### config.mk
export PLATFORM = sky130hd
export DESIGN_NAME = memory_region_table_top_flat
export DESIGN_NICKNAME = d
export VERILOG_FILES = /design/src/rtl/core/mrt_pkg.sv /design/src/rtl/core/mrt_if.sv /design/src/rtl/core/mrt_cell.sv /design/src/rtl/core/mrt_chain.sv /design/src/rtl/core/memory_region_table_top.sv /design/src/flat_wrapper.sv
export SDC_FILE = /design/constraint.sdc
export NUM_CORES = 2
export LEC_CHECK = 0
export BUFFER_PORTS_ARGS = -buffer_cell sky130_fd_sc_hd__buf_2
export CAP_MARGIN = 20
export CORE_UTILIZATION = 60
export CTS_BUF_LIST = sky130_fd_sc_hd__clkbuf_4 sky130_fd_sc_hd__clkbuf_8
export CTS_CLUSTER_DIAMETER = 150
export CTS_CLUSTER_SIZE = 8
export DETAILED_ROUTE_END_ITERATION = 6
export PLACE_DENSITY = 0.87
export SYNTH_ARGS = -nofsm -noshare
export SYNTH_HDL_FRONTEND = slang
export SYNTH_SLANG_ARGS = --single-unit
### constraint.sdc
create_clock -name clk -period 33.5 [get_ports clk]
set_input_delay 1.675 -clock clk [delete_from_list [all_inputs] [get_ports clk]]
set_output_delay 1.675 -clock clk [all_outputs]
set_load 0.03 [all_outputs]
### src/rtl/core/mrt_pkg.sv
// shared types, codes and constants of the memory region table
// no dependencies; every other file of the block uses it by scoped names
package mrt_pkg;

  localparam int unsigned REGION_W        = 64;
  localparam int unsigned REGION_SHIFT    = 40;
  localparam int unsigned MAX_REGIONS_DEF = 16;
  localparam int unsigned CFG_AW          = 4;
  localparam int unsigned CFG_DW          = 64;

  // request codes; the spare code behaves as a check
  typedef enum logic [1:0] {
    OP_ADD_NUM  = 2'd0,
    OP_ADD_ADDR = 2'd1,
    OP_CHECK    = 2'd2
  } op_t;

  typedef enum logic [2:0] {
    STS_OK      = 3'd0,
    STS_ILLEGAL = 3'd1,
    STS_PRESENT = 3'd2,
    STS_FULL    = 3'd3,
    STS_INVALID = 3'd4
  } status_t;

  typedef enum logic [1:0] {
    FSM_IDLE,
    FSM_CMP,
    FSM_DEC
  } fsm_t;

  // register select, paddr bit 3
  typedef enum logic {
    REG_LOW  = 1'b0,
    REG_HIGH = 1'b1
  } reg_sel_t;

  // per-cycle control broadcast to the cell row
  typedef struct packed {
    logic shift;
    logic cmp;
  } cell_ctl_t;

endpackage

### src/rtl/core/mrt_if.sv
// valid/ready channel interfaces for request and result words
// depends on mrt_pkg for field widths
interface mrt_in_if;
  logic                           valid;
  logic                           ready;
  logic [1:0]                     operation;
  logic [mrt_pkg::REGION_W-1:0]   region_number;
  logic [mrt_pkg::REGION_W-1:0]   address;

  modport src (output valid, operation, region_number, address, input ready);
  modport snk (input valid, operation, region_number, address, output ready);
endinterface

interface mrt_out_if;
  logic       valid;
  logic       ready;
  logic       passed;
  logic [2:0] status;

  modport src (output valid, passed, status, input ready);
  modport snk (input valid, passed, status, output ready);
endinterface

### src/rtl/core/mrt_cell.sv
// one table cell: holds a region number, shifts it on, compares it to the key
// depends on mrt_pkg
module mrt_cell (
  input  logic                          clk,
  input  mrt_pkg::cell_ctl_t            ctl,
  input  logic                          occupied,
  input  logic [mrt_pkg::REGION_W-1:0]  key,
  input  logic [mrt_pkg::REGION_W-1:0]  din,
  output logic [mrt_pkg::REGION_W-1:0]  dout,
  output logic                          hit
);

  logic [mrt_pkg::REGION_W-1:0] entry_r;
  logic                         hit_r;

  always_ff @(posedge clk) begin
    if (ctl.shift) begin
      entry_r <= din;
    end
    if (ctl.cmp) begin
      hit_r <= occupied && (entry_r == key);
    end
  end

  assign dout = entry_r;
  assign hit  = hit_r;

endmodule

### src/rtl/core/mrt_chain.sv
// row of table cells; new numbers enter cell 0 and push older ones along
// depends on mrt_pkg and mrt_cell
module mrt_chain #(
  parameter int unsigned N  = mrt_pkg::MAX_REGIONS_DEF,
  parameter int unsigned CW = $clog2(N + 1)
) (
  input  logic                          clk,
  input  mrt_pkg::cell_ctl_t            ctl,
  input  logic [CW-1:0]                 count,
  input  logic [mrt_pkg::REGION_W-1:0]  key,
  output logic                          any_hit
);

  logic [mrt_pkg::REGION_W-1:0] link [N+1];
  logic [N-1:0]                 hits;

  assign link[0] = key;

  for (genvar i = 0; i < N; i++) begin : g_cell
    mrt_cell u_cell (
      .clk      (clk),
      .ctl      (ctl),
      .occupied (count > CW'(i)),
      .key      (key),
      .din      (link[i]),
      .dout     (link[i+1]),
      .hit      (hits[i])
    );
  end

  // last cell's output only feeds the unused tail link
  logic unused_tail;
  assign unused_tail = ^link[N];

  assign any_hit = |hits;

endmodule

### src/rtl/core/memory_region_table_top.sv
// a request word is registered, compared in the cell row and range tested
//   (compare state), then decided and appended if ok (decide state, held
//   while a result word is stalled); the next request enters as the result loads
// the result register holds a finished word while the next request is compared
// reset: rst_n synchronous active low clears count, fsm, result valid, bounds;
//   cell contents stay undefined, cells past the count never match
module memory_region_table_top #(
  parameter int unsigned MAX_REGIONS = mrt_pkg::MAX_REGIONS_DEF
) (
  input  logic                        clk,
  input  logic                        rst_n,
  mrt_in_if.snk                       in_ch,
  mrt_out_if.src                      out_ch,
  input  logic                        psel,
  input  logic                        penable,
  input  logic                        pwrite,
  input  logic [mrt_pkg::CFG_AW-1:0]  paddr,
  input  logic [mrt_pkg::CFG_DW-1:0]  pwdata,
  output logic [mrt_pkg::CFG_DW-1:0]  prdata,
  output logic                        pready
);

  localparam int unsigned CW = $clog2(MAX_REGIONS + 1);

  // ---------------------------------------------------------------------------
  // config registers: illegal range bounds, 64-bit at byte addresses 0 and 8
  // ---------------------------------------------------------------------------
  logic [mrt_pkg::CFG_DW-1:0] low_bound_r;
  logic [mrt_pkg::CFG_DW-1:0] high_bound_r;
  logic                       cfg_wr;

  assign pready = 1'b1;
  assign cfg_wr = psel && penable && pwrite && pready;

  always_ff @(posedge clk) begin
    if (!rst_n) begin
      low_bound_r  <= '0;
      high_bound_r <= '0;
    end else if (cfg_wr) begin
      case (mrt_pkg::reg_sel_t'(paddr[3]))
        mrt_pkg::REG_LOW:  low_bound_r  <= pwdata;
        mrt_pkg::REG_HIGH: high_bound_r <= pwdata;
        default: ;
      endcase
    end
  end

  always_comb begin
    case (mrt_pkg::reg_sel_t'(paddr[3]))
      mrt_pkg::REG_LOW:  prdata = low_bound_r;
      mrt_pkg::REG_HIGH: prdata = high_bound_r;
      default:           prdata = '0;
    endcase
  end

  // low address bits do not take part in the register decode
  logic unused_paddr;
  assign unused_paddr = ^{paddr[2:0], paddr[mrt_pkg::CFG_AW-1]};

  // ---------------------------------------------------------------------------
  // request capture and control state
  // ---------------------------------------------------------------------------
  mrt_pkg::fsm_t                 state_r, state_nxt;
  logic [1:0]                    op_r;
  logic [mrt_pkg::REGION_W-1:0]  key_r;
  logic                          illegal_r;
  logic [CW-1:0]                 count_r, count_nxt;
  logic                          out_valid_r;
  logic                          passed_r;
  logic [2:0]                    status_r;

  logic                          in_take;
  logic                          finish;
  logic                          any_hit;
  logic                          do_append;
  mrt_pkg::status_t              status_nxt;
  mrt_pkg::cell_ctl_t            cell_ctl;

  // next state
  always_comb begin
    state_nxt = state_r;
    case (state_r)
      mrt_pkg::FSM_IDLE: begin
        if (in_take) state_nxt = mrt_pkg::FSM_CMP;
      end
      mrt_pkg::FSM_CMP: begin
        state_nxt = mrt_pkg::FSM_DEC;
      end
      mrt_pkg::FSM_DEC: begin
        // a new request can be taken on the same edge the result loads
        if (finish) state_nxt = in_take ? mrt_pkg::FSM_CMP : mrt_pkg::FSM_IDLE;
      end
      default: state_nxt = mrt_pkg::FSM_IDLE;
    endcase
  end

  // outputs and decision
  always_comb begin
    finish     = (state_r == mrt_pkg::FSM_DEC) && (!out_valid_r || out_ch.ready);
    in_ch.ready = (state_r == mrt_pkg::FSM_IDLE) || finish;
    in_take    = in_ch.valid && in_ch.ready;

    do_append  = 1'b0;
    case (mrt_pkg::op_t'(op_r))
      mrt_pkg::OP_ADD_NUM, mrt_pkg::OP_ADD_ADDR: begin
        // refusal order: illegal range, then duplicate, then table full
        if (illegal_r) begin
          status_nxt = mrt_pkg::STS_ILLEGAL;
        end else if (any_hit) begin
          status_nxt = mrt_pkg::STS_PRESENT;
        end else if (count_r == CW'(MAX_REGIONS)) begin
          status_nxt = mrt_pkg::STS_FULL;
        end else begin
          status_nxt = mrt_pkg::STS_OK;
          do_append  = 1'b1;
        end
      end
      default: begin
        // check, also the spare op code
        status_nxt = any_hit ? mrt_pkg::STS_OK : mrt_pkg::STS_INVALID;
      end
    endcase

    cell_ctl.shift = finish && do_append;
    cell_ctl.cmp   = (state_r == mrt_pkg::FSM_CMP);
    count_nxt      = cell_ctl.shift ? count_r + CW'(1) : count_r;
  end

  always_ff @(posedge clk) begin
    if (!rst_n) begin
      state_r     <= mrt_pkg::FSM_IDLE;
      count_r     <= '0;
      out_valid_r <= 1'b0;
    end else begin
      state_r <= state_nxt;
      count_r <= count_nxt;
      if (finish) begin
        out_valid_r <= 1'b1;
      end else if (out_ch.ready) begin
        out_valid_r <= 1'b0;
      end
    end
  end

  // payload registers
  always_ff @(posedge clk) begin
    if (in_take) begin
      op_r <= in_ch.operation;
      // add by number uses the number, otherwise the address's region bits
      if (mrt_pkg::op_t'(in_ch.operation) == mrt_pkg::OP_ADD_NUM) begin
        key_r <= in_ch.region_number;
      end else begin
        key_r <= mrt_pkg::REGION_W'(in_ch.address >> mrt_pkg::REGION_SHIFT);
      end
    end
    // range test runs beside the cell compare
    if (state_r == mrt_pkg::FSM_CMP) begin
      illegal_r <= (key_r > low_bound_r) && (key_r < high_bound_r);
    end
    if (finish) begin
      passed_r <= (status_nxt == mrt_pkg::STS_OK);
      status_r <= status_nxt;
    end
  end

  // ---------------------------------------------------------------------------
  // cell row: key compared in every occupied cell, appends shift in at cell 0
  // ---------------------------------------------------------------------------
  mrt_chain #(
    .N  (MAX_REGIONS),
    .CW (CW)
  ) u_chain (
    .clk     (clk),
    .ctl     (cell_ctl),
    .count   (count_r),
    .key     (key_r),
    .any_hit (any_hit)
  );

  assign out_ch.valid  = out_valid_r;
  assign out_ch.passed = passed_r;
  assign out_ch.status = status_r;

endmodule

### src/flat_wrapper.sv
// flat-port wrapper written by rule: the top's interface ports become plain ports
module memory_region_table_top_flat 
#(
  parameter int unsigned MAX_REGIONS = mrt_pkg::MAX_REGIONS_DEF
)
  (clk, rst_n, psel, penable, pwrite, paddr, pwdata, prdata, pready, in_ch_valid, in_ch_operation, in_ch_region_number, in_ch_address, in_ch_ready, out_ch_valid, out_ch_passed, out_ch_status, out_ch_ready);
  mrt_in_if in_ch_i ();
  mrt_out_if out_ch_i ();
  input  logic clk;
  input  logic rst_n;
  input  logic psel;
  input  logic penable;
  input  logic pwrite;
  input  logic [mrt_pkg::CFG_AW-1:0] paddr;
  input  logic [mrt_pkg::CFG_DW-1:0] pwdata;
  output logic [mrt_pkg::CFG_DW-1:0] prdata;
  output logic pready;
  input wire logic [$bits(in_ch_i.valid)-1:0] in_ch_valid;
  input wire logic [$bits(in_ch_i.operation)-1:0] in_ch_operation;
  input wire logic [$bits(in_ch_i.region_number)-1:0] in_ch_region_number;
  input wire logic [$bits(in_ch_i.address)-1:0] in_ch_address;
  output wire logic [$bits(in_ch_i.ready)-1:0] in_ch_ready;
  output wire logic [$bits(out_ch_i.valid)-1:0] out_ch_valid;
  output wire logic [$bits(out_ch_i.passed)-1:0] out_ch_passed;
  output wire logic [$bits(out_ch_i.status)-1:0] out_ch_status;
  input wire logic [$bits(out_ch_i.ready)-1:0] out_ch_ready;
  assign in_ch_i.valid = in_ch_valid;
  assign in_ch_i.operation = in_ch_operation;
  assign in_ch_i.region_number = in_ch_region_number;
  assign in_ch_i.address = in_ch_address;
  assign in_ch_ready = in_ch_i.ready;
  assign out_ch_valid = out_ch_i.valid;
  assign out_ch_passed = out_ch_i.passed;
  assign out_ch_status = out_ch_i.status;
  assign out_ch_i.ready = out_ch_ready;
  memory_region_table_top #(.MAX_REGIONS(MAX_REGIONS)) u_core (.clk(clk), .rst_n(rst_n), .in_ch(in_ch_i), .out_ch(out_ch_i), .psel(psel), .penable(penable), .pwrite(pwrite), .paddr(paddr), .pwdata(pwdata), .prdata(prdata), .pready(pready));
endmodule
# Word level (Yosys, flattened, before mapping)
# Cells that the tools add are included.
[totals]
register_bits = 1247
in_bits = 205
out_inout_bits = 71
elab_cells = 137
[op_classes]
addsub = 1
magnitude_cmp = 18
eq_ne = 22
mux = 17
bitwise = 1
reduce_logical = 35
[op_table]
columns = ["operator", "n"]
rows = [
  ["equality test 64 bit", 16],
  ["case mux 64 bit (2 select lines)", 1],
  ["> comparator 64 bit", 1],
  ["< comparator 64 bit", 1],
  ["> comparator 5 x 4 -> 1 bit (second input constant)", 8],
  ["2-to-1 mux 24 bit", 1],
  ["logical AND 1 bit", 22],
  ["> comparator 5 x 3 -> 1 bit (second input constant)", 4],
  ["OR reduction 16 bit", 1],
  ["2-to-1 mux 3 bit", 4],
  ["> comparator 5 x 1 -> 1 bit (second input constant)", 2],
  ["> comparator 5 x 2 -> 1 bit (second input constant)", 2],
  ["2-to-1 mux 1 bit", 7],
  ["zero test 2 bit", 3],
  ["2-to-1 mux 2 bit", 3],
  ["case mux 2 bit (3 select lines)", 1],
  ["AND reduction 2 bit", 3],
  ["adder 5 x 1 -> 5 bit (second input constant)", 1],
  ["equality test 5 bit (second input constant)", 1],
  ["equality test 2 x 1 -> 1 bit (second input constant)", 2],
  ["!= test 2 x 1 -> 1 bit (second input constant)", 2],
  ["zero test 3 bit", 1],
  ["equality test 2 bit (second input constant)", 1],
  ["logical OR 1 bit", 2],
  ["other kinds (4)", 4],
]

# Longest topological paths before layout
[depth]
word_depth = 8
depth_mapped = 9

# Modules after synthesis
# Synthesis repeated with hierarchy kept, for this count alone.
[unflattened]
hier_cells = 4000
hier_area_um2 = 54682.4
[by_module_without_submodules]
columns = ["module", "instances", "cells_each", "area_each_um2"]
rows = [
  ["mrt_cell", 16, 164, 2683.8],
  ["memory_region_table_top", 1, 1340, 11547.3],
  ["mrt_chain", 1, 36, 193.9],
]

# Worst setup path after synthesis
# OpenSTA, ideal clock, no wires.
[synth_path]
path_kind = "input-to-reg"
startpoint = "input port out_ch_ready"
endpoint = "register u_core.count_r[3]"
arrival_time_ns = 15.207
required_ns = 33.385
slack_ns = 18.178
path_stages = 7
cell_sequence = "nor2b_1 -> nor2_1 -> and3_1 -> buf_2 -> nand4_1 -> xnor2_1 -> and2_1"
[synth_rtl]
columns = ["element", "line", "text"]
rows = [
  ["start, declared", "flat_wrapper.sv:26", "input wire logic [$bits(out_ch_i.ready)-1:0] out_ch_ready;"],
  ["end signal, assigned", "memory_region_table_top.sv:136", "count_r <= count_nxt;"],
  ["end, declared", "memory_region_table_top.sv:67", "logic [CW-1:0] count_r, count_nxt;"],
]

# Worst setup path after layout
[layout_path]
startpoint = "register u_core.u_chain.g_cell[10].u_cell.hit_r"
endpoint = "register u_core.u_chain.g_cell[2].u_cell.entry_r (netlist bit u_core.u_chain.g_cell[2].u_cell.dout[58]), enable pin"
[layout_between]
elab_chain_cells = 5
[layout_lines]
columns = ["element", "line", "text"]
rows = [
  ["start, declared", "mrt_cell.sv:14", "logic hit_r;"],
  ["start signal, assigned", "mrt_cell.sv:21", "hit_r <= occupied && (entry_r == key);"],
  ["OR reduction 16 bit", "mrt_chain.sv:35", "assign any_hit = |hits;"],
  ["2-to-1 mux 1 bit", "memory_region_table_top.sv:109", "end else if (any_hit) begin"],
  ["2-to-1 mux 1 bit", "memory_region_table_top.sv:107", "if (illegal_r) begin"],
  ["2-to-1 mux 1 bit", "memory_region_table_top.sv:104", "case (mrt_pkg::op_t'(op_r))"],
  ["logical AND 1 bit", "memory_region_table_top.sv:124", "cell_ctl.shift = finish && do_append;"],
  ["end signal, assigned", "mrt_cell.sv:18", "entry_r <= din;"],
  ["end, declared", "mrt_cell.sv:13", "logic [mrt_pkg::REGION_W-1:0] entry_r;"],
]
# No other way between the ends.
# A chain may end at the register's enable or synchronous reset.

==> reports/qor.yml <==
io_buffer_count: 231
dieHeight_um: 304
place.gp.congestion: 1.01
power_frac_seq: 0.559
cts_hold_buf: 0
post_cts_resized: 0
r2r_end: "u_core.u_chain.g_cell[2].u_cell.dout[58]$_DFFE_PP_"
die_w_um: 304
switching_share: 0.234
antenna_found_initial: 5
slowest_delay_ns: 0.92
num-fill-cells: 6302
rows: 110
clockRootBuffer: "clkbuf_8"
slowest_stage: "nor4_1"
synth_area_per_cell_um2: 13.8
tightest_slew_ns: 1.22
cts_buffers: 173
pre_cts_ws_ns: 26.51
p_leak_nw: 19.9
p_per_area_nw_per_um2: 50.0
clkPwrFrac: 0.363
crit_chain: "nor4_1, nand4_1, nor2b_1, and3_4, buf_4, buf_4, buf_4, buf_4"
drtIter0Drc: 3457
grt_use_total: 0.343
outcome: "complete, no violations"
internal_power_mw: 2.31
final_common_cell: "edfxtp_1"
grt_max_degree: 209
timing.rr.start: "u_core.u_chain.g_cell[10].u_cell.hit$_DFFE_PN_"
ys_seq_elements: 1246
synth_edf_count: 1110
min-delay-path-class: "reg -> reg"
gr-total-overflow: 0
end_kind: "flop"
yosys.area.top_type_share: 0.607
hold_start: "u_core.u_chain.g_cell[0].u_cell.dout[9]$_DFFE_PP_"
required_ns: 33.97
routed_wl_mm: 159
relSlewSlack: 0.176
synth_cell_types: 61
antenna_left: 0
netlist_area_um2: 54900
start_util: 0.608
reg2reg_slack_ns: 26.48
rr_worst_depth: 8
dpl.hpwl_mm: 116
h-tree-depth: 4
period_share: 0.210
ir_worst_vdd_mv: 0.0448
min_to: "u_core.u_chain.g_cell[1].u_cell.dout[9]$_DFFE_PP_"
cts_buffer_depth: 3
post-route-drc-count: 0
cts_tree: "built"
synth_largest_area_cell: "edfxtp_1"
rsz0062_at_grt: "no"
path_clk_slew_ns: 0.06
grt_pass1_vias: 33100
coreArea_um2: 90300
critical_path_class: "reg -> reg"
comb_power_share: 0.078
multi_input_area_um2: 17300
min_period_ns: 7.02
cp.arrival_ns: 7.49
clock_latency_ns: 0.88
syn_nets: 4303
postCtsSetupRepairBufs: 0
startpoint_type: "flop"
fin_skew_ns: 0.0447
seq_area_um2: 36100
seq_area_frac_synth: 0.657
final-hold-violation-count: 0
vias: 33000
synth_area_leaders: "edfxtp_1 61%, xnor2_1 8.9%, xor2_1 6.8%, dfxtp_1 5.0%, ha_1 3.0%"
p_switching_mw: 0.704
tns_ns: 0
cts.sinks: 1246
die_area_um2: 92700
synth_flop_cell: "edfxtp_1"
synth_cells: 3966
yosysWarnings: 0
fmax_mhz: 142
cp_num_buf_inv: 4
setup_violations: 0
area.growth.synth_to_final_pct: 9.90
crit_fanout: 84
nets: 4602
slew_violations: 0
setup_slack_ns: 26.48
crit_family: "buffers and inverters"
async_reset_ff_frac: 0
cpMostUsedCell: "buf_4"
drt_first_pass_iters: 6
hold_path_depth: 0
drive_above_1_share: 0.139
io-pin-count: 276
grt_pass1_wl_mm: 222
wl_per_cell_um: 28.8
final_cell_mix: "1110 x edfxtp_1, 556 x xnor2_1, 423 x xor2_1"
routed_via_density: 5.97
maxCapViolations: 0
## logic make-up after synthesis
group / Yosys count / synth area share
flip-flops: 1246 / 0.657
multiplexers: 26 / 0.00531
buffers and inverters: 370 / 0.0285
AO/OA/AOI/OAI: 360 / 0.0437
adder cells (fa/ha/maj): 132 / 0.0301
other: 1 / 0.0000683
AND/OR/NAND/NOR: 852 / 0.0790
XOR/XNOR: 979 / 0.156
## flip-flops by register name (all words and copies together) (netlist names)
signal,cells
u_core.state_r,2
u_core.op_r,1
u_core.high_bound_r,64
u_core.out_ch.valid,1
u_core.count_r,5
u_core.key_r,64
u_core.out_ch.passed,1
u_core.illegal_r,1
u_core.low_bound_r,64
u_core.u_chain.g_cell.u_cell.hit,16
u_core.out_ch.status,3
u_core.u_chain.g_cell.u_cell.dout,1024
## final cells by class
cell class / count / area share
flip-flops and latches: 1246 / 0.598
multi-input cells: 2350 / 0.287
well taps: 1176 / 0.0244
clock buffers: 241 / 0.0486
inverters: 177 / 0.0110
repair buffers: 317 / 0.0304
diodes: 3 / 0.000124
clock inverters: 7 / 0.000892
## cells in the mapped netlist, drive strengths merged (2+ instances only)
master and instances:
xor2 423, nand2 356, o21ai 83, o21a 2, a211oi 2, a22o 2, a221oi 18, ha 132
nand3b 3, and3 4, a21o 10, and2 44, clkbuf 67, nand4 194, a31oi 4, nor2b 9
inv 177, dfxtp 136, o21ba 2, mux2 25, o2111ai 3, a21boi 131, o211ai 2, o2bb2ai 8
nand3 32, xnor2 556, nor2 26, a21oi 59, nor4 154, buf 126, o22ai 17, edfxtp 1110
nor3 22, o21bai 2, nand2b 5, and4 2
## worst max path at each step
stage                                                        start                                                 end  slack (ns)  cells after the start
floorplan                                             out_ch_ready                      u_core.count_r[3]$_SDFFE_PN0P_       18.18                      7
global placement                                      out_ch_ready  u_core.u_chain.g_cell[3].u_cell.dout[13]$_DFFE_PP_       26.69                      8
detailed placement                                    out_ch_ready  u_core.u_chain.g_cell[3].u_cell.dout[13]$_DFFE_PP_       26.51                      8
CTS                 u_core.u_chain.g_cell[10].u_cell.hit$_DFFE_PN_  u_core.u_chain.g_cell[2].u_cell.dout[58]$_DFFE_PP_       26.60                      8
global route        u_core.u_chain.g_cell[10].u_cell.hit$_DFFE_PN_  u_core.u_chain.g_cell[1].u_cell.dout[41]$_DFFE_PP_       26.28                      8
finish              u_core.u_chain.g_cell[10].u_cell.hit$_DFFE_PN_  u_core.u_chain.g_cell[2].u_cell.dout[58]$_DFFE_PP_       26.48                      8
## metrics by stage
stage / area [um2] / util / std cells / hold slack, ns / power [mW]
after detailed placement: 57300 / 0.635 / 5266 / 0.444 / 1.95
after floorplan: 54900 / - / 3966 / 0.426 / 1.86
after global placement: 57300 / 0.635 / 5266 / 0.445 / 1.94
after global routing: 60300 / 0.668 / 5516 / 0.460 / 3.09
after CTS: 60300 / 0.668 / 5514 / 0.448 / 3.01
final: 60300 / 0.668 / 5517 / 0.448 / 3.01
## power groups by stage
stage / combinational, mW / clock [mW] / sequential, mW
after global placement: 0.226 / 0 / 1.72
after CTS: 0.233 / 1.10 / 1.68
after floorplan: 0.137 / 0 / 1.72
after global routing: 0.247 / 1.16 / 1.68
after detailed placement: 0.232 / 0 / 1.72
final: 0.236 / 1.09 / 1.68
## routing by layer
metal	up-vias	global-route usage	part of all wire	wire length, um
li1	14800	-	-	-
met1	16000	0.360	0.33	53200
met2	1652	0.591	0.50	79700
met3	501	0.0490	0.057	9110
met4	2	0.326	0.11	16900
met5	-	0	0.000076	12
No activity file was read; power rests on OpenSTA's default activity.
